### src/hdl/bnis_pkg.sv
// ----------------------------------------------------------------------------
// Batch normalisation package
// Request types, register indexes and saturation helper.
// ----------------------------------------------------------------------------
package bnis_pkg;

  localparam logic [1:0] REG_CHANNELS = 2'd0;
  localparam logic [1:0] REG_PIXELS   = 2'd1;
  localparam logic [1:0] REG_EPSILON  = 2'd2;

  localparam logic MODE_LOAD   = 1'b0;
  localparam logic MODE_SAMPLE = 1'b1;

  typedef struct packed {
    logic               mode;
    logic [5:0]         channel_index;
    logic signed [31:0] gamma_value;
    logic signed [31:0] beta_value;
    logic signed [31:0] mean_value;
    logic [30:0]        variance_value;
    logic signed [31:0] sample;
  } bnis_in_t;

  typedef struct packed {
    logic signed [31:0] normalized;
    logic [5:0]         out_channel;
    logic               pixel_end;
    logic               frame_end;
  } bnis_out_t;

  typedef struct packed {
    logic               mode;
    logic [5:0]         ch;
    logic signed [31:0] gamma_value;
    logic signed [31:0] beta_value;
    logic signed [31:0] mean_value;
    logic [30:0]        variance_value;
    logic signed [31:0] sample;
    logic               pixel_end;
    logic               frame_end;
  } bnis_job_t;

  function automatic logic signed [31:0] sat32(input logic signed [48:0] v);
    if (v > 49'sd2147483647) begin
      return 32'sh7fffffff;
    end else if (v < -49'sd2147483648) begin
      return 32'sh80000000;
    end else begin
      return v[31:0];
    end
  endfunction

endpackage

### src/hdl/bnis_front.sv
// ----------------------------------------------------------------------------
// Batch normalisation front end
// Holds the registers, accepts requests and tags samples with their position.
// ----------------------------------------------------------------------------
module bnis_front #(
  parameter int MAX_CHANNELS = 64
) (
  input  logic               clk,
  input  logic               rst,
  input  logic               in_valid,
  output logic               in_stall,
  input  bnis_pkg::bnis_in_t in_data,
  input  logic               cfg_write,
  input  logic [1:0]         cfg_index,
  input  logic [24:0]        cfg_data,
  input  logic               q_full,
  output logic               push,
  output bnis_pkg::bnis_job_t push_job,
  output logic [16:0]        eps
);
  import bnis_pkg::*;

  localparam int CHAN_TOP = (MAX_CHANNELS < 64) ? MAX_CHANNELS : 64;

  logic [6:0]  channels_in_use;
  logic [24:0] pixels_per_frame;
  logic [16:0] epsilon;
  logic [5:0]  chan_pos;
  logic [23:0] pix_pos;
  logic [6:0]  cl;
  logic [24:0] pl;
  logic        pend;
  logic        fend;
  logic        accept;
  logic        in_table;

  always_comb begin
    cl = channels_in_use;
    if (cl == 7'd0) begin
      cl = 7'd1;
    end
    if (cl > 7'(CHAN_TOP)) begin
      cl = 7'(CHAN_TOP);
    end
    pl = pixels_per_frame;
    if (pl == 25'd0) begin
      pl = 25'd1;
    end
    if (pl > 25'h1000000) begin
      pl = 25'h1000000;
    end
  end

  assign pend     = ({1'b0, chan_pos} + 7'd1) >= cl;
  assign fend     = pend && (({1'b0, pix_pos} + 25'd1) >= pl);
  assign in_stall = q_full;
  assign accept   = in_valid && !q_full;
  assign in_table = 32'(in_data.channel_index) < MAX_CHANNELS;
  assign push     = accept && (in_data.mode == MODE_SAMPLE || in_table);
  assign eps      = (epsilon > 17'h10000) ? 17'h10000 : epsilon;

  always_comb begin
    push_job.mode           = in_data.mode;
    push_job.ch             = (in_data.mode == MODE_SAMPLE) ? chan_pos : in_data.channel_index;
    push_job.gamma_value    = in_data.gamma_value;
    push_job.beta_value     = in_data.beta_value;
    push_job.mean_value     = in_data.mean_value;
    push_job.variance_value = in_data.variance_value;
    push_job.sample         = in_data.sample;
    push_job.pixel_end      = pend;
    push_job.frame_end      = fend;
  end

  always_ff @(posedge clk) begin
    if (rst) begin
      channels_in_use  <= 7'd64;
      pixels_per_frame <= 25'd1;
      epsilon          <= 17'd66;
    end else if (cfg_write) begin
      unique case (cfg_index)
        REG_CHANNELS: channels_in_use  <= cfg_data[6:0];
        REG_PIXELS:   pixels_per_frame <= cfg_data;
        REG_EPSILON:  epsilon          <= cfg_data[16:0];
        default: ;
      endcase
    end
  end

  always_ff @(posedge clk) begin
    if (rst) begin
      chan_pos <= '0;
      pix_pos  <= '0;
    end else if (accept && in_data.mode == MODE_SAMPLE) begin
      if (pend) begin
        chan_pos <= '0;
        pix_pos  <= fend ? '0 : pix_pos + 24'd1;
      end else begin
        chan_pos <= chan_pos + 6'd1;
      end
    end
  end

endmodule

### config.mk
export PLATFORM = sky130hd
export DESIGN_NAME = bnis_front
export DESIGN_NICKNAME = d
export VERILOG_FILES = /design/src/hdl/bnis_pkg.sv /design/src/hdl/bnis_front.sv
export SDC_FILE = /design/constraint.sdc
export NUM_CORES = 1
export LEC_CHECK = 0
export BUFFER_PORTS_ARGS = -buffer_cell sky130_fd_sc_hd__clkbuf_2
export CAP_MARGIN = 5
export CELL_PAD_IN_SITES_DETAIL_PLACEMENT = 1
export CELL_PAD_IN_SITES_GLOBAL_PLACEMENT = 2
export CORE_MARGIN = 2
export CORE_UTILIZATION = 22
export DETAILED_ROUTE_END_ITERATION = 8
export PLACE_DENSITY = 0.92
export SYNTH_ARGS = -nofsm -noshare
export SYNTH_HDL_FRONTEND = slang
export SYNTH_SLANG_ARGS = --single-unit
### constraint.sdc
create_clock -name clk -period 4.7 [get_ports clk]
set_input_delay 0.94 -clock clk [delete_from_list [all_inputs] [get_ports clk]]
set_output_delay 0.94 -clock clk [all_outputs]
set_load 0.05 [all_outputs]
Yosys cells after proc, flatten, opt, wreduce, memory -nomap -nowiden
Cells that the tools add are included.
- word-level logic and storage cells: 35
- input port bits: 198
- output and inout bits: 187
- register bits: 79
- reductions and logical operators: 11
- eq/ne operators: 2
- mux-type cells: 8
- add/subtract/negate cells: 4
- order comparisons: 5
- operators by type and width (operator ; count):
    25-bit 2-to-1 mux ; 2
    24-bit by 1-bit adder with 25-bit output (second input constant) ; 1
    25-bit greater-or-equal comparator ; 1
    25-bit greater-than comparator (second input constant) ; 1
    25-bit logical NOT ; 1
    24-bit by 1-bit adder with 24-bit output (second input constant) ; 1
    24-bit 2-to-1 mux ; 1
    17-bit greater-than comparator (second input constant) ; 1
    17-bit 2-to-1 mux ; 1
    7-bit 2-to-1 mux ; 2
    6-bit 2-to-1 mux ; 2
    2-bit AND reduction ; 4
    6-bit by 1-bit adder with 7-bit output (second input constant) ; 1
    7-bit greater-or-equal comparator ; 1
    7-bit greater-than comparator (second input constant) ; 1
    7-bit logical NOT ; 1
    6-bit by 1-bit adder with 6-bit output (second input constant) ; 1
    1-bit logical AND ; 3
    2-bit by 1-bit equality test with 1-bit output (second input constant) ; 1
    2-bit equality test (second input constant) ; 1
    2-bit logical NOT ; 1
    1-bit logical NOT ; 1

Logic depth before layout (Yosys ltp)
Gate-level depths: netlist of run 1.
- word-level depth: 7
- depth in mapped cells: 15
- gate-level depth less buffers: 12

Worst setup path after synthesis of run 1
Ideal clock, no wire load.
- kind: flip-flop to output port
- start: register pixels_per_frame[18]
- end: output port push_job[0] in the netlist's numbering
- stages on the path, launching flop included: 15
- setup slack: 0.609 ns
- arrival: 3.151 ns
- path buffers: 4
- data required time: 3.760 ns
- path through: dfxtp_1 nor4_1 nand4_1 o31ai_1 clkbuf_1 nand2_1 ha_1 nand4_1 nor4_2 nand2_1 o211a_4 buf_6 buf_6 nor2_1 buf_4
- word-level cells in the longest chain between the ends: 6
- ends and longest elaborated chain (what ; line ; text):
    start, declared ; bnis_front.sv:26 ; logic [24:0] pixels_per_frame;
    start signal, assigned ; bnis_front.sv:82 ; REG_PIXELS: pixels_per_frame <= cfg_data;
    25-bit logical NOT ; bnis_front.sv:46 ; if (pl == 25'd0) begin
    25-bit 2-to-1 mux (*) ; bnis_front.sv:46 ;
    25-bit greater-than comparator ; bnis_front.sv:49 ; if (pl > 25'h1000000) begin
    25-bit 2-to-1 mux (*) ; bnis_front.sv:49 ;
    25-bit greater-or-equal comparator (*) ; bnis_front.sv:55 ; assign fend = pend && (({1'b0, pix_pos} + 25'd1) >= pl);
    1-bit logical AND (*) ; bnis_front.sv:55 ;
    end, declared ; bnis_front.sv:18 ; output bnis_pkg::bnis_job_t push_job,
Every way passes the cells marked *; elsewhere a longest branch is shown, timed or not.

==> results of run 1 <==
what timing repair did:
item,CTS,global route
pin swaps,1,0
hold buffers,0,0
resized for setup,3,7
setup endpoints to repair,1,1
buffers inserted,3,0
metal layers:
metal  wire length [um]  track usage, %
met1               6290            11.7
met2               6790            16.5
met3                816            2.99
met4                480            4.95
met5                  0               0
layout make-up:
cell class	instances	area share [%]
flip-flops and latches	79	27.5
multi-input cells	487	52.2
well taps	341	7.43
repair buffers	74	7.12
clock inverters	6	1.05
inverters	8	0.523
clock buffers	10	4.16
state kept, by name (all words and copies together) (netlist names):
name / cells
pix_pos: 24
pixels_per_frame: 25
epsilon: 17
channels_in_use: 7
chan_pos: 6
tightest hold or removal path: stages (launching register included):
cell	delay (ps)
dfxtp_1	320
nand2_1	50
a21oi_1	50
cell usage in the layout, fill, tap and decap left out, drive strengths merged, types with 2 or more instances in the layout:
cell	netlist	routed
a211o	3	3
a21oi	68	68
a31oi	3	3
and2	3	3
and3	6	6
and3b	2	2
and4	5	5
and4b	2	2
buf	176	10
clkbuf	26	74
clkinv	0	3
clkinvlp	0	2
dfxtp	79	79
ha	34	34
inv	8	8
mux2	6	6
mux2i	6	6
nand2	157	157
nand3	32	32
nand3b	10	10
nand4	14	14
nand4b	3	3
nor2	26	26
nor2b	21	21
nor3	10	10
nor3b	6	6
nor4	14	14
nor4b	2	2
o21a	2	2
o21ai	7	7
o311ai	3	3
or4b	3	3
xnor2	16	16
xor2	10	10
power groups by stage:
| stage | Sequential [uW] | Combinational, uW | Clock (uW) |
|---|---|---|---|
| 2_1_floorplan | 708 | 529 | 0 |
| 3_3_place_gp | 713 | 214 | 0 |
| 3_5_place_dp | 714 | 219 | 0 |
| 4_1_cts | 699 | 220 | 737 |
| 5_1_grt | 701 | 243 | 758 |
| 6_report | 699 | 221 | 719 |
how the worst max path moves through the flow:
stage	to	slack, ps
4_1_cts	push_job[0]	60
3_5_place_dp	push_job[0]	270
6_report	push_job[0]	300
2_1_floorplan	push_job[0]	610
3_3_place_gp	push_job[0]	340
5_1_grt	push_job[0]	50
metrics by stage:
step           util [%]  total power [uW]  setup slack (ps)  hold WS [ps]
2_1_floorplan         -              1240               609           444
3_3_place_gp       20.1               928               343           460
3_5_place_dp       20.1               933               273           461
4_1_cts            21.3              1660              64.6           470
5_1_grt            21.4              1700              51.2           490
6_report           21.4              1640               297           468
logic make-up after synthesis:
family / share of synthesized area [%]
flops: 26.5
compound gates: 9.43
xor+xnor: 3.81
fa+ha+maj: 7.12
mux: 2.14
buf+inv: 23.9
simple gates: 27.1
==> flow_summary.yaml, run 1 <==
yosys:
  ys_types: 56
  synth_area_leaders: "dfxtp_1 (26%), buf_4 (20%), nand2_1 (9.9%), ha_1 (7.1%), a21oi_1 (5.7%)"
  dominantRegCellSynth: "dfxtp_1"
  synth_top_area_share_pct: 26.5
  synth_fp_nets: 1008
  synth.avg_cell_area_sq_um: 7.70
  syn_inst: 776
  async_flop_share_pct: 0
  yosys.area.top_type: "dfxtp_1"
  yosysSeqAreaShare_pct: 26.5
  syn_area_sq_um: 5970
  synth_most_common_cell: "buf_4"
  synth_common_cells: "buf_4 (163), nand2_1 (157), dfxtp_1 (79)"
  yosys_warnings: 0
  synth_seq_cells: 79
  synth_edf_count: 0
critical_path:
  reg2reg_depth: 13
  cp.arrival_ps: 3460
  critPathTopFamily: "simple AND/OR/NAND/NOR gates"
  max_stage_delay_ps: 450
  cp.required_ps: 3760
  path_max_fanout: 23
  r2r-start: "pixels_per_frame[12]"
  crit_path_cell_trace: "nor4_1, nand4_1, o31ai_2, buf_12, nand2_1, ha_1, nand4_1, nor4_4, nand2_1, o211a_4, nor2_4, buf_6"
  critPathKind: "register to output port"
  worstSetupStartpoint: "pixels_per_frame[12]"
  endpoint_kind: "output port"
  crit_cells: 12
  critPathLaunchType: "register"
  cp_num_buf_inv: 2
  reg2reg_slack_ps: 830
  worst_path_max_delay_cell: "nor4_1"
  r2r-end: "pix_pos[22]"
cells_and_area:
  areaGrowthSynthToFinish_pct: -3.79
  final_nets: 891
  diodes: 0
  regArea_sq_um: 1580
  final_area_sq_um: 5750
  n_fill_cell: 3203
  multi_input_area_sq_um: 3000
  instances_no_fill: 1005
  final_layout_size_suffix_gt1_share_pct: 16.9
hold_path:
  worstHoldStart: "epsilon[10]"
  hold_depth: 2
  hold_class: "register to register"
  hold_end: "epsilon[10]"
grt:
  grt_pass1_wl_um: 22900
  grt_max_degree: 60
  track_usage_pct: 9.95
  grt_pass1_vias: 4570
  grt_antenna_before_repair: 0
  overflow: 0
cts:
  clockBufferDepth: 2
  clock_latency_ps: 350
  clk_pin_slew_ps: 60
  cts_tree: "built"
  cts-buffers-inserted: 9
  clock_sinks: 79
  root_buffer: "clkbuf_16"
  h-tree-depth: 3
timing:
  fin_crit_ps: 4400
  tightest_slew_ps: 1070
  grt_setup_unrepaired: "no"
  finalHoldViolCount: 0
  max_freq_mhz: 227
  final_max_slew_viol_count: 0
  skew_ps: 8.29
  finalCritPeriodShare_pct: 93.7
  setup_tns_ps: 0
  setup_viol: 0
  max-slew-margin-rel_pct: 28.4
place:
  dp.cells: 986
  dp_hpwl_um: 10700
  place_area_sq_um: 5390
  port_buffers: 66
  place.gp.congestion: 0.770
pwr:
  ir_worst_vdd_v: 0.000159
  powerDensity_nw_per_um2: 285
  swShare_pct: 28.0
  p_int_uw: 1180
  p_clk_share_pct: 43.8
  pwr-share-seq_pct: 42.7
  leakagePower_uw: 0.00225
  switchingPower_uw: 460
  combPwrFrac_pct: 13.5
floorplanning:
  num_rows: 60
  initial_core_util_pct: 22.3
  pin_count: 385
  die_w_um: 169
  dieArea_sq_um: 28500
  dieHeight_um: 169
  core_sq_um: 26800
route:
  via_per_inst: 4.55
  drt-total-wl_um: 14400
  drc_errors: 0
  final_antenna_net_count: 0
  firstDrtPassIters: 4
  routedWlPerCell_um: 14.3
  drt_iter0_drc: 202
  vias: 4576
run_status:
  status: "complete, no violations"
job:
  cap_violations: 0
(Power assumes the default switching activity.)
==> inputs of run 2 (changes only) <==
ABC_AREA = 1   (was not set)
CORE_UTILIZATION = 21   (was 22)
PLACE_DENSITY = 0.9   (was 0.92)
==> run 2 against run 1 <==
Net effect: setup slack gained 47 ps; synthesized cell count up 13%; highest routed layer unchanged; total power is 3.8% higher; clock skew about the same; cell count is 15% higher; register-to-register slack better by 630 ps; cell area grew 2.7%; die area up 7.6%; largest power group is now registers; combinational power increased by 33%; clock power fell by 4.7%.
==> flow_summary.yaml, run 2 <==
timing:
  final.setup.worst_slack_ps: 344
  skew_ps: 7.87
  setup_viol: 0
  final_max_slew_viol_count: 0
  max-slew-margin-rel_pct: 25.8
  grt_setup_unrepaired: "no"
  tightest_slew_ps: 1110
  fin_crit_ps: 4360
  finalCritPeriodShare_pct: 92.7
  setup_tns_ps: 0
  finalHoldViolCount: 0
  max_freq_mhz: 230
cts:
  cts_tree: "built"
  cts-buffers-inserted: 9
  cts_resized: 0
  clock_latency_ps: 350
  clk_pin_slew_ps: 60
  hold_buffers: 0
  h-tree-depth: 3
  root_buffer: "clkbuf_16"
  clockBufferDepth: 2
  cts_setup_buffers: 0
  clock_sinks: 79
yosys:
  synth_fp_nets: 1112
  async_flop_share_pct: 0
  synth_area_leaders: "dfxtp_1 (26%), buf_4 (20%), nand2_1 (8.0%), ha_1 (6.9%), nor2_1 (6.7%)"
  dominantRegCellSynth: "dfxtp_1"
  synth_most_common_cell: "buf_4"
  syn_area_sq_um: 6150
  yosysSeqAreaShare_pct: 25.7
  syn_inst: 880
  synth_top_area_share_pct: 25.7
  yosys_warnings: 0
  synth.avg_cell_area_sq_um: 6.98
  yosys.area.top_type: "dfxtp_1"
  ys_types: 35
  synth_common_cells: "buf_4 (164), nand2_1 (131), nor2_1 (110)"
  synth_edf_count: 0
  synth_seq_cells: 79
pwr:
  powerDensity_nw_per_um2: 289
  swShare_pct: 30.2
  switchingPower_uw: 515
  pwr-share-seq_pct: 42.5
  p_int_uw: 1190
  combPwrFrac_pct: 17.3
  p_clk_share_pct: 40.2
  leakagePower_uw: 0.00264
  ir_worst_vdd_v: 0.000161
route:
  drt_iter0_drc: 173
  routedWlPerCell_um: 13.4
  vias: 4852
  drc_errors: 0
  drt-total-wl_um: 15500
  final_antenna_net_count: 0
  firstDrtPassIters: 4
  via_per_inst: 4.19
grt:
  track_usage_pct: 10.2
  grt_pass1_vias: 4907
  grt_max_degree: 75
  overflow: 0
  grt_pass1_wl_um: 24900
  grt_antenna_before_repair: 0
critical_path:
  crit_path_cell_trace: "or2_1, nor3_2, nand2_1, nor3_2, nand4_2, nand2_4, nand2_1, ha_1, nand4_1, nor2_1, nand4_1, nand3_1, nand2_1, inv_1, clkbuf_2"
  cp.arrival_ps: 3420
  critPathLaunchType: "register"
  cp_common_cell: "nand2_1"
  endpoint_kind: "output port"
  path_max_fanout: 22
  critPathKind: "register to output port"
  max_stage_delay_ps: 350
  cp.required_ps: 3760
  worst_path_max_delay_cell: "ha_1"
run_status:
  status: "complete, no violations"
cells_and_area:
  layout_commonest_cell: "nand2_1"
  n_fill_cell: 3545
  top_regs: "pixels_per_frame (25), pix_pos (24), epsilon (17)"
  final_nets: 1003
  layout_common_cells: "nand2_1 (131), nor2_1 (110), dfxtp_1 (79)"
  final_layout_size_suffix_gt1_share_pct: 16.4
  areaGrowthSynthToFinish_pct: -4.03
  regMostFlops: "pixels_per_frame"
  largest_reg_flops: 25
  diodes: 0
place:
  port_buffers: 66
  preCtsSetupSlack_ps: 669
  dp_hpwl_um: 12100
  place.gp.congestion: 0.817
floorplanning:
  dieHeight_um: 175
  initial_core_util_pct: 21.4
  num_rows: 62
  pin_count: 385
  dieArea_sq_um: 30700
  core_sq_um: 28800
  die_w_um: 175
job:
  cap_violations: 0
hold_path:
  hold_class: "register to register"
[run 2: cell types whose count changed after synthesis, sizes merged, moves of 12 or more]
| cell | previous run | this run |
|---|---|---|
| nand3 | 32 | 17 |
| o21ai | 7 | 76 |
| nor2b | 21 | 0 |
| inv | 8 | 76 |
| xnor2 | 16 | 3 |
| xor2 | 10 | 22 |
| nor2 | 26 | 114 |
[run 2: final timing paths]
path                                     startpoint     endpoint  slack (ps)  depth (start not counted)
worst max-delay path            pixels_per_frame[6]  push_job[0]         340                         15
worst min register to register          epsilon[15]  epsilon[15]         470                          2
worst min-delay path                    epsilon[15]  epsilon[15]         470                          2
worst max register to register  pixels_per_frame[6]  pix_pos[13]        1460                         16
[run 2: per-layer routing]
metal  vias to the layer above  global-route usage, %  part of all wire [%]  wire length (um)
met2                        97                   17.2                    47              7320
li1                       2446                      -                     -                 -
met1                      2249                   12.3                    46              7070
met4                         0                   5.03                   3.0               459
met3                        60                   2.02                   4.1               635
met5                         -                      0                     0                 0
[run 2: cells by family (layout without fill, tap and decap cells)]
family / count (synthesis) / count (layout) / synth area share (%)
buffers and inverters: 265 / 160 / 26.9
and+or+nand+nor: 333 / 333 / 24.5
AOI/OAI and AO/OA: 144 / 144 / 12.1
xor gates and xnor gates: 25 / 25 / 3.93
DFF: 79 / 79 / 25.7
adders and majority gates: 34 / 34 / 6.92
[run 2: cell type report]
| class | instances | area (sq um) | share of cell area [%] |
|---|---|---|---|
| clock buffer | 12 | 267 | 4.52 |
| clock inverter | 3 | 17.5 | 0.297 |
| inverter | 76 | 285 | 4.84 |
| multi-input combinational | 536 | 2910 | 49.4 |
| sequential | 79 | 1580 | 26.8 |
| tap | 384 | 480 | 8.15 |
| timing repair buffer | 69 | 353 | 5.98 |
[run 2: power by group through the flow]
stage	combinational [uW]	clock, uW	sequential (uW)
2_1_floorplan	585	0	729
3_3_place_gp	294	0	737
3_5_place_dp	300	0	737
4_1_cts	301	706	723
5_1_grt	333	736	726
6_report	295	685	722
[run 2: critical path: cells and delay by family (launching register included)]
kind                     cells  cell delay [ps]
AND/OR/NAND/NOR             12             2040
adder cells (fa/ha/maj)      1              350
buffers and inverters        2              340
flip-flops                   1              330
[run 2: metrics by stage]
stage                     util, %  power (uW)  hold WS (ps)  instances  instance area [sq um]
after global routing         20.5        1800           511       1159                   5900
after floorplan                 -        1310           443        880                   6150
final                        20.5        1700           475       1159                   5900
after global placement       19.5        1030           461       1144                   5610
after detailed placement     19.5        1040           468       1144                   5610
after CTS                    20.5        1730           477       1159                   5900
