`src/hdl/bnis_pkg.sv`:
```
// ----------------------------------------------------------------------------
// Batch normalisation package
// Request types, register indexes and saturation helper.
// ----------------------------------------------------------------------------
package bnis_pkg;

  localparam logic [1:0] REG_CHANNELS = 2'd0;
  localparam logic [1:0] REG_PIXELS   = 2'd1;
  localparam logic [1:0] REG_EPSILON  = 2'd2;

  localparam logic MODE_LOAD   = 1'b0;
  localparam logic MODE_SAMPLE = 1'b1;

  typedef struct packed {
    logic               mode;
    logic [5:0]         channel_index;
    logic signed [31:0] gamma_value;
    logic signed [31:0] beta_value;
    logic signed [31:0] mean_value;
    logic [30:0]        variance_value;
    logic signed [31:0] sample;
  } bnis_in_t;

  typedef struct packed {
    logic signed [31:0] normalized;
    logic [5:0]         out_channel;
    logic               pixel_end;
    logic               frame_end;
  } bnis_out_t;

  typedef struct packed {
    logic               mode;
    logic [5:0]         ch;
    logic signed [31:0] gamma_value;
    logic signed [31:0] beta_value;
    logic signed [31:0] mean_value;
    logic [30:0]        variance_value;
    logic signed [31:0] sample;
    logic               pixel_end;
    logic               frame_end;
  } bnis_job_t;

  function automatic logic signed [31:0] sat32(input logic signed [48:0] v);
    if (v > 49'sd2147483647) begin
      return 32'sh7fffffff;
    end else if (v < -49'sd2147483648) begin
      return 32'sh80000000;
    end else begin
      return v[31:0];
    end
  endfunction

endpackage

```
`src/hdl/bnis_queue.sv`:
```
// ----------------------------------------------------------------------------
// Batch normalisation request queue
// Four-entry queue between the front end and the arithmetic back end.
// ----------------------------------------------------------------------------
module bnis_queue (
  input  logic                clk,
  input  logic                rst,
  input  logic                push,
  input  bnis_pkg::bnis_job_t push_job,
  input  logic                pop,
  output logic                full,
  output logic                empty,
  output bnis_pkg::bnis_job_t head
);
  import bnis_pkg::*;

  bnis_job_t  slots [4];
  logic [1:0] wr_ptr;
  logic [1:0] rd_ptr;
  logic [2:0] count;

  assign full  = count == 3'd4;
  assign empty = count == 3'd0;
  assign head  = slots[rd_ptr];

  always_ff @(posedge clk) begin
    if (push) begin
      slots[wr_ptr] <= push_job;
    end
  end

  always_ff @(posedge clk) begin
    if (rst) begin
      wr_ptr <= '0;
      rd_ptr <= '0;
      count  <= '0;
    end else begin
      if (push) begin
        wr_ptr <= wr_ptr + 2'd1;
      end
      if (pop) begin
        rd_ptr <= rd_ptr + 2'd1;
      end
      count <= count + 3'(push) - 3'(pop);
    end
  end

endmodule

```
`config.mk`:
```
export PLATFORM = sky130hd
export DESIGN_NAME = bnis_queue
export DESIGN_NICKNAME = d
export VERILOG_FILES = /design/src/hdl/bnis_pkg.sv /design/src/hdl/bnis_queue.sv
export SDC_FILE = /design/constraint.sdc
export NUM_CORES = 1
export LEC_CHECK = 0
export ABC_AREA = 0
export BUFFER_PORTS_ARGS = -buffer_cell sky130_fd_sc_hd__buf_2
export CAP_MARGIN = 20
export CORE_ASPECT_RATIO = 0.8
export CORE_MARGIN = 2
export CORE_UTILIZATION = 50
export CTS_BUF_LIST = sky130_fd_sc_hd__clkbuf_4 sky130_fd_sc_hd__clkbuf_8
export DETAILED_ROUTE_END_ITERATION = 10
export PLACE_DENSITY = 0.71
export SETUP_SLACK_MARGIN = 0.15
export SYNTH_ARGS = -nofsm -noshare
export SYNTH_HDL_FRONTEND = slang
export SYNTH_SLANG_ARGS = --single-unit
```
`constraint.sdc`:
```
create_clock -name clk -period 12.64 [get_ports clk]
set_input_delay 2.528 -clock clk [delete_from_list [all_inputs] [get_ports clk]]
set_output_delay 2.528 -clock clk [all_outputs]
set_load 0.02 [all_outputs]
```
After elaboration in Yosys (flattened, before gate mapping)
Memories as Yosys holds them, arrays and structs flattened. A register that Yosys moved wholly into a read port is not among the register bits.
Index checks and enable logic that the tools add are counted.
{"block": "word_totals", "regBits": 7, "mem_bits_rw": 672, "input_bits": 172, "wordCells": 14, "n_memories": 1}
{"block": "op_classes", "add_sub_neg": 4, "eq_ne": 1, "mux": 4, "n_reduce_logical": 1}
{"name": "slots", "depth": 4, "word_bits": 168, "read_ports": 1, "rd_ports_with_merged_regs": 1, "wr": 1, "line": "bnis_queue.sv:17", "rtl": "bnis_job_t slots [4];"}
{"cell": "adder 2 x 1 -> 2 bit (second input constant)", "count": 2}
{"cell": "2-to-1 mux 2 bit", "count": 2}
{"cell": "adder 3 x 1 -> 3 bit", "count": 1}
{"cell": "equality test 3 bit (second input constant)", "count": 1}
{"cell": "logical NOT 3 bit", "count": 1}
{"cell": "subtractor 3 x 1 -> 3 bit", "count": 1}
{"cell": "2-to-1 mux 1 bit", "count": 2}

Depth between registers and ports, before layout
Gate-level depths: netlist (run 1).
{"block": "logic_depth", "ltp_word": 3, "mapped_depth": 7}

Worst setup path before layout (run 1)
No wires, ideal clock.
{"block": "synth_path", "path_type": "input to register", "startpoint": "input push", "endpoint": "memory slots[0][0] (netlist bit), enable pin", "setup_ns": 0.548, "t_arrival_ns": 6.352, "required_ns": 12.092, "path_slack_ns": 5.740, "cell_stages": 1, "cell_sequence": "and2_1"}
{"block": "synth_between", "elab_chain_len": 2}
{"element": "start, declared", "line": "bnis_queue.sv:8", "rtl": "input logic push,"}
{"element": "2-to-1 mux 1 bit", "line": "bnis_queue.sv:27", "rtl": "if (push) begin"}
{"element": "2-to-1 mux 1 bit (implied by the code)", "line": "bnis_queue.sv:28", "rtl": "slots[wr_ptr] <= push_job;"}
{"element": "end, declared", "line": "bnis_queue.sv:17"}
Every way passes these cells.

==> results of run 1 <==
-- through the flow --
step	hold slack, ns	setup slack [ns]	cells	total power, W	area (um2)
2_1_floorplan	0.492	5.74	920	0.00302	24700
3_3_place_gp	0.504	6.65	1865	0.00319	27000
3_5_place_dp	0.516	6.59	1865	0.00320	27000
4_1_cts	0.528	5.81	2028	0.00484	28800
5_1_grt	0.558	5.57	2030	0.00497	28800
6_report	0.529	6.06	2034	0.00478	28900
-- critical path: cells and delay by family (launching register included) --
family | cells | cell delay (ns)
buffers and inverters | 3 | 1.78
flip-flops | 1 | 0.83
multiplexers | 1 | 0.62
-- layout make-up --
class                   instances  area (um2)
flip-flops and latches        681       20400
fillers                      3391       19700
multi-input cells             195        4030
repair buffers                354        1800
clock buffers                 135        1660
well taps                     629         787
clock inverters                28         168
inverters                       6        22.5
diodes                          6        15.0
-- placed cells by master, fill, tap and decap left out --
cell type,synthesis,final
edfxtp_1,672,672
buf_2,18,341
mux4_2,168,168
clkbuf_8,0,104
clkbuf_4,0,31
buf_4,0,13
clkinv_1,0,12
clkinv_2,0,9
dfxtp_1,9,7
diode_2,0,6
inv_1,6,6
ha_1,6,6
nor2_1,5,5
and2_4,0,4
clkinvlp_4,0,4
nor2b_1,2,2
xnor2_1,2,2
dfxtp_4,0,2
inv_6,0,2
nor3_1,1,1
and3_1,1,1
a21bo_2,1,1
nand3b_1,1,1
a21oi_1,1,1
mux2i_1,1,1
xor3_1,1,1
fa_1,1,1
bufinv_16,0,1
-- state kept, by name (all words and copies together) (netlist names), named ones only --
signal	cells
wr_ptr	2
count	3
slots	672
rd_ptr	2
-- synthesized netlist by cell type (all sizes together) --
library cell | instances | area, um2
xnor2 | 2 | 17.5
inv | 6 | 22.5
buf | 33 | 259
mux4 | 168 | 3780
dfxtp | 9 | 180
a21bo | 1 | 10.0
nor2 | 5 | 18.8
edfxtp | 672 | 20200
and3 | 1 | 6.26
a21oi | 1 | 5.00
nor3 | 1 | 5.00
nor2b | 2 | 12.5
fa | 1 | 20.0
ha | 6 | 75.1
clkbuf | 5 | 18.8
nand3b | 1 | 7.51
and2 | 4 | 25.0
mux2i | 1 | 10.0
xor3 | 1 | 23.8
-- metal layers --
| metal | up-vias | GRT usage [%] | routed length, um |
|---|---|---|---|
| li1 | 4831 | - | - |
| met1 | 5789 | 24.1 | 19100 |
| met2 | 377 | 28.4 | 22200 |
| met3 | 80 | 7.45 | 4210 |
| met4 | 16 | 5.62 | 842 |
| met5 | - | 0 | 102 |
-- kinds of logic (layout without fill, tap and decap cells) --
logic type,after synthesis,in the layout
flops,681,681
mux,169,169
buf+inv,44,523
simple gates,14,14
fa+ha+maj,7,7
xor+xnor,3,3
compound gates,2,2
other cells,0,6
-- power by group --
part / switching (W) / internal, W / total (W)
combinational: 0.000302 / 0.000204 / 0.000506
clock: 0.000778 / 0.000865 / 0.00164
sequential: 0.0000348 / 0.00260 / 0.00263
-- worst min path at each step --
stage,from,end,slack (ns),cells past startpoint
2_1_floorplan,rd_ptr[1],register,0.49,2
3_3_place_gp,rd_ptr[1],register,0.50,2
3_5_place_dp,rd_ptr[0],register,0.52,2
4_1_cts,rd_ptr[0],register,0.53,2
5_1_grt,rd_ptr[1],register,0.56,2
6_report,rd_ptr[0],register,0.53,2
==> results.yml, run 1 <==
floorplanning:
  boundaryPins: 342
  core_area_mm2: 0.0486
  start_util_pct: 50.8
  die_area_mm2: 0.0512
  die_x_um: 252
  chipHeight_um: 203
  fp-row-count: 72
sta:
  tns_ns: 0
  slew_headroom_pct: 28.4
  rsz0062_at_grt: "no"
  finalClockSkew_ns: 0.0147
  max_freq_mhz: 152
  finalSetupViolCount: 0
  hold_viol: 0
  worst_slew_pin_slew_ns: 1.07
  period_needed_ns: 6.58
  finalCritPeriodShare_pct: 52.1
  final-max-slew-violation-count: 0
finish:
  area_growth_pct: 16.9
  finalNetCount: 1515
  post-route-util_pct: 59.4
  final_layout_size_suffix_gt1_share_pct: 48.6
route:
  drt_first_pass_iters: 5
  routed_via_density: 5.45
  drc: 0
  ant_nets: 0
  dr.first_iter.drc_count: 685
  vias: 11100
  drt-total-wl_um: 46500
  post_drt_wl_per_cell_um: 22.9
worst_setup_path:
  regToRegSetupSlack_ns: 10.06
  cpPeakStageDelay_ns: 0.83
  worstPathMaxFanout: 45
  endpoint: "head[55]"
  ff2ff_path_depth: 3
  cp_slowest_cell: "dfxtp_4"
  cp_data_arrival_time_ns: 4.05
  worstPathRequired_ns: 10.11
  r2r_end: "slots[3][2]"
  cp_common_cell: "buf_4"
  cp_cell_sequence: "buf_4 > buf_4 > mux4_2 > buf_2"
  crit_path_start_kind: "register"
  r2r_start: "wr_ptr[0]"
  cp-end-kind: "primary output"
  crit_type: "register to primary output"
synth:
  synth-simple-area-share_pct: 0.304
  syn-num-nets: 1099
  synth_top_family_by_area: "multiplexers"
  synth_cell_type_count: 20
  netlist_instances: 920
  syn_area_per_cell_um2: 26.8
  synth_fa_ha_area_share_pct: 0.385
  yosysWarnings: 0
  ys_ff_latch: 681
  syn_area_mm2: 0.0247
  synth-xor-area-share_pct: 0.167
  synth_compound_area_share_pct: 0.0608
  synthMuxAreaShare_pct: 15.4
  yosysSeqAreaShare_pct: 82.5
placement:
  place.gp.congestion: 0.758
  dp_hpwl_um: 27300
  port_buffers: 341
pwr:
  p_leak_nw: 9.68
  vdd_drop_max_mv: 0.123
  power.density_mw_per_mm2: 166
clock_network:
  cts_tree: "built"
  cts_root_buffer: "clkbuf_8"
  cts_resized: 0
  cts_hold_buf: 0
  cts_setup_buffers: 0
  clk_pin_slew_ns: 0.06
  cts_buffers: 98
  clkLatencyLatePin_ns: 0.68
  clock_sink_count: 681
  cts_buffer_depth: 3
  htree_levels: 3
global_route:
  antenna_found_initial: 14
  grtUsageTotal_pct: 18.4
  grt_overflow_total: 0
  grt_pass1_vias: 11700
  grt_max_degree: 71
  grt_pass1_wl_um: 69800
worst_hold_path:
  hp-class: "register to register"
run:
  maxCapViolCount: 0
status:
  outcome: "completed"
Note: power is estimated with default switching activity, not from simulation.
==> run 2, diff against run 1 <==
clock period = 6.4 ns   (was 12.64 ns; I/O delays follow)
==> run 2 against run 1 <==
Net effect: hold slack better by 0.0013 ns; sequential power is 98% higher; wire length is 0.77% lower; clock skew up 0.010 ns.
==> results.yml, run 2 (synthesis results as in run 1) <==
sta:
  max_freq_mhz: 235
  layout_setup_ws_ns: 2.14
  worst_slew_pin_slew_ns: 1.02
  hold_viol: 0
  slew_headroom_pct: 32.1
  final-max-slew-violation-count: 0
  finalCritPeriodShare_pct: 66.6
  finalClockSkew_ns: 0.0247
  tns_ns: 0
  rsz0062_at_grt: "no"
  finalSetupViolCount: 0
  period_needed_ns: 4.26
clock_network:
  cts_buffer_depth: 3
  cts_setup_buffers: 0
  clkLatencyLatePin_ns: 0.67
  clk_pin_slew_ns: 0.06
  htree_levels: 3
  cts_root_buffer: "clkbuf_8"
  clock_sink_count: 681
  cts_hold_buf: 0
  cts_resized: 0
  cts_tree: "built"
  cts_buffers: 100
placement:
  dp_hpwl_um: 26700
  place.gp.congestion: 0.730
  port_buffers: 341
  dp_slack_ns: 2.72
route:
  dr.first_iter.drc_count: 695
  drc: 0
  vias: 11100
  routed_via_density: 5.41
  drt_first_pass_iters: 4
  post_drt_wl_per_cell_um: 22.5
  drt-total-wl_um: 46100
  ant_nets: 0
global_route:
  antenna_found_initial: 7
  grt_overflow_total: 0
  grt_max_degree: 89
  grt_pass1_vias: 12000
  grtUsageTotal_pct: 18.2
  grt_pass1_wl_um: 69700
finish:
  reg_top3: "slots: 672 flops, count: 3 flops"
  area_growth_pct: 17.6
  layout_common_cells: "edfxtp_1, buf_2, mux4_2"
  regMostFlops: "slots"
  finalNetCount: 1517
  fill_cells: 3371
  largest_register_ffs: 672
  layout_commonest_cell: "edfxtp_1"
  multi_input_area_mm2: 0.00403
  final-seq-area_mm2: 0.0204
  final_layout_size_suffix_gt1_share_pct: 48.3
floorplanning:
  die_area_mm2: 0.0512
  fp-row-count: 72
  die_x_um: 252
  chipHeight_um: 203
  boundaryPins: 342
  core_area_mm2: 0.0486
  start_util_pct: 50.8
worst_setup_path:
  r2r_start: "wr_ptr[0]"
  cp_cell_sequence: "buf_4 > mux4_2 > buf_2"
  worstPathMaxFanout: 40
  ff2ff_path_depth: 4
  crit_type: "register to primary output"
  crit_path_start_kind: "register"
  cp_slowest_cell: "dfxtp_4"
  worstPathRequired_ns: 5.12
  cpPeakStageDelay_ns: 0.92
  cp_data_arrival_time_ns: 2.98
  cp-end-kind: "primary output"
run:
  maxCapViolCount: 0
pwr:
  vdd_drop_max_mv: 0.220
  p_leak_nw: 9.74
  power.density_mw_per_mm2: 327
worst_hold_path:
  min_path_cells: 2
  hp-start: "rd_ptr[0]"
  hp-class: "register to register"
status:
  outcome: "completed"
==> run 2: changes by cell type in the layout (fill, tap and decap cells not counted), sizes merged <==
| cell | previous run | this run |
|---|---|---|
| clkinvlp | 4 | 5 |
| diode | 6 | 8 |
| inv | 8 | 7 |
| clkbuf | 135 | 130 |
| clkinv | 21 | 41 |
| bufinv | 1 | 2 |
==> run 2: per-layer routing <==
layer / GRT usage [%] / routed length [um] / up-vias
li1: - / - / 4848
met3: 6.12 / 3330 / 85
met4: 6.26 / 990 / 8
met5: 0 / 53 / -
met2: 28.7 / 22600 / 350
met1: 24.2 / 19100 / 5812
==> run 2: path summary, 6_finish.rpt <==
path	end	slack [ns]
setup / recovery	head[13]	2.14
hold reg to reg	register	0.53
hold / removal	register	0.53
setup reg to reg	slots[2][44]	3.96
==> run 2: area by class of cell <==
class | count | area share (%)
antenna | 8 | 0.0690
inverter | 6 | 0.0776
clock buffer | 130 | 5.56
multi-input combinational | 195 | 13.9
timing repair buffer | 354 | 6.52
clock inverter | 49 | 0.966
tap | 629 | 2.71
sequential | 681 | 70.2
==> run 2: worst max-delay path, delay by kind of cell (launching register included) <==
| family | cells | cell delay, ns |
|---|---|---|
| buffers and inverters | 2 | 0.78 |
| multiplexers | 1 | 0.59 |
| flip-flops | 1 | 0.92 |
==> run 2: power by group <==
group | internal (W) | switching (W)
registers | 0.00513 | 0.0000700
logic | 0.000410 | 0.000599
clock network | 0.00173 | 0.00156
==> run 2: stage by stage <==
step           power, W  utilization (%)  instances  hold slack [ns]  instance area, um2
2_1_floorplan   0.00596                -        920            0.492               24700
3_3_place_gp    0.00630             55.8       1865            0.502               27100
3_5_place_dp    0.00632             55.8       1865            0.533               27100
4_1_cts         0.00961             59.7       2044            0.534               29000
5_1_grt         0.00986             59.7       2046            0.577               29000
6_report        0.00950             59.8       2052            0.530               29000
==> run 3, diff against run 2 <==
ABC_AREA = 1   (was 0)
PLACE_DENSITY = 0.73   (was 0.71)
clock period = 3.5 ns   (was 6.4 ns; I/O delays follow)
==> run 3 against run 2 <==
Net effect: power is 86% higher; critical endpoint is now head[54]; hold slack worse by 0.31 ns; synthesized cell count is 120% higher; first-iteration DRC count is 96% higher; clock skew is 0.0083 ns lower; register-to-register slack worse by 2.6 ns; setup slack worse by 1.7 ns.
==> results.yml, run 3 <==
worst_setup_path:
  cp_cell_sequence: "buf_12 > buf_4 > a21oi_1 > o21ai_0 > nand2_1 > buf_2"
  cp_slowest_cell: "dfxtp_4"
  r2r_start: "wr_ptr[0]"
  cpPeakStageDelay_ns: 0.56
  crit_family: "buffers and inverters"
  cp_data_arrival_time_ns: 2.39
  path_buf_inv: 3
  ff2ff_path_depth: 4
  endpoint: "head[54]"
  regToRegSetupSlack_ns: 1.41
  crit_type: "register to primary output"
  cp-end-kind: "primary output"
  r2r_end: "slots[3][124]"
  worstPathRequired_ns: 2.80
  crit_path_start_kind: "register"
  worstPathMaxFanout: 43
  path_depth: 6
finish:
  layout_common_cells: "edfxtp_1, inv_1, buf_2"
  fill_cells: 4136
  layout_commonest_cell: "edfxtp_1"
  finalNetCount: 2572
  largest_register_ffs: 672
  post-route-util_pct: 59.3
  area_growth_pct: 16.5
  fin_area_mm2: 0.0322
  regMostFlops: "slots"
  final_layout_size_suffix_gt1_share_pct: 28.8
  reg_top3: "slots: 672 flops, count: 3 flops"
route:
  post_drt_wl_per_cell_um: 17.5
  drt_first_pass_iters: 5
  routed_via_density: 5.08
  ant_nets: 0
  vias: 16200
  dr.first_iter.drc_count: 1359
  drc: 0
  drt-total-wl_um: 55600
status:
  outcome: "completed"
floorplanning:
  die_area_mm2: 0.0571
  boundaryPins: 342
  chipHeight_um: 214
  fp-row-count: 76
  core_area_mm2: 0.0542
  start_util_pct: 50.9
  die_x_um: 267
clock_network:
  cts_buffer_depth: 3
  clock_sink_count: 681
  cts_tree: "built"
  cts_buffers: 102
  cts_setup_buffers: 0
  htree_levels: 3
  clk_pin_slew_ns: 0.06
  cts_resized: 0
  cts_hold_buf: 0
  clkLatencyLatePin_ns: 0.67
  cts_root_buffer: "clkbuf_8"
synth:
  synthTopCellsByArea: "edfxtp_1, o211ai_2, inv_1"
  synth-async-reset-ratio_pct: 0
  yosysWarnings: 0
  yosysSeqAreaShare_pct: 73.8
  synth_top_area_share_pct: 73.1
  synth_top_cells_by_count: "edfxtp_1, inv_1, nand2_1, a21oi_1, o21ai_0"
  synth_cell_type_count: 18
  syn_area_per_cell_um2: 13.7
  syn_area_mm2: 0.0276
  syn-num-nets: 2195
  netlist_instances: 2016
  synthFlopType: "edfxtp_1"
  ys_ff_latch: 681
  yosysMostFrequentCell: "edfxtp_1"
  synth_top_area_cell: "edfxtp_1"
  synth_edf_count: 672
placement:
  port_buffers: 341
  dp_hpwl_um: 33800
  place.gp.congestion: 0.825
  place_area_mm2: 0.0302
global_route:
  grt_pass1_vias: 16200
  antenna_found_initial: 20
  grt_pass1_wl_um: 86400
  grtUsageTotal_pct: 19.4
  grt_overflow_total: 0
  grt_max_degree: 132
worst_hold_path:
  min_path_cells: 2
  hp-class: "primary input to register"
run:
  maxCapViolCount: 0
pwr:
  p_total_w: 0.0176
  p_leak_nw: 12.4
  vdd_drop_max_mv: 0.345
  power.density_mw_per_mm2: 548
sta:
  finalSetupViolCount: 0
  slew_headroom_pct: 46.3
  final-max-slew-violation-count: 0
  rsz0062_at_grt: "no"
  finalClockSkew_ns: 0.0164
  max_freq_mhz: 324
  period_needed_ns: 3.09
  worst_slew_pin_slew_ns: 0.804
  tns_ns: 0
  finalCritPeriodShare_pct: 88.3
  hold_viol: 0
run 3: cell types whose count changed in the layout (fill, tap and decap cells not counted), sizes merged, moves of 2 or more:
| cell | change |
|---|---|
| a21oi | +173 |
| and2 | -4 |
| buf | +31 |
| clkbuf | +10 |
| clkinv | -3 |
| inv | +344 |
| mux4 | -168 |
| nand2 | +344 |
| nor2b | -2 |
| o211ai | +168 |
| o21ai | +172 |
| xnor2 | -2 |
run 3: how the worst min path moves through the flow:
| stage | start | end | slack, ns |
|---|---|---|---|
| 4_1_cts | rst | count[1] | 0.13 |
| 3_3_place_gp | rd_ptr[1] | register | 0.44 |
| 5_1_grt | rst | count[1] | 0.16 |
| 6_report | rst | count[1] | 0.22 |
| 2_1_floorplan | rd_ptr[1] | register | 0.44 |
| 3_5_place_dp | rd_ptr[1] | register | 0.48 |
run 3: routing by layer:
layer  up-vias  part of all wire, %  global-route usage, %
li1       7829                    -                      -
met1      7795                   40                   23.2
met2       409                   49                   32.8
met3       125                  8.2                   6.95
met4        24                  2.5                   6.16
met5         -                 0.26                      0
run 3: final cells by class:
type | count | area (um2) | share of cell area (%)
clock inverters | 44 | 246 | 0.766
multi-input cells | 871 | 5280 | 16.4
clock buffers | 140 | 1700 | 5.29
flip-flops and latches | 681 | 20400 | 63.3
inverters | 352 | 1340 | 4.15
repair buffers | 385 | 2340 | 7.27
well taps | 702 | 878 | 2.73
diodes | 9 | 22.5 | 0.0700
run 3: stage by stage:
step / std cells / setup slack (ns) / hold slack (ns)
6_report: 3184 / 0.409 / 0.215
5_1_grt: 3178 / 0.191 / 0.157
4_1_cts: 3175 / 0.287 / 0.132
3_5_place_dp: 2991 / 0.987 / 0.482
3_3_place_gp: 2991 / 0.990 / 0.441
2_1_floorplan: 2016 / -0.112 / 0.436
run 3: cells by family after synthesis:
| group | share of synthesized area [%] |
|---|---|
| fa+ha+maj | 0.345 |
| compound gates | 13.7 |
| flops | 73.8 |
| buf+inv | 7.37 |
| simple gates | 4.77 |
run 3: report_power, final:
part / internal [W] / switching, W
clock network: 0.00329 / 0.00290
registers: 0.00934 / 0.000106
logic: 0.000602 / 0.00138
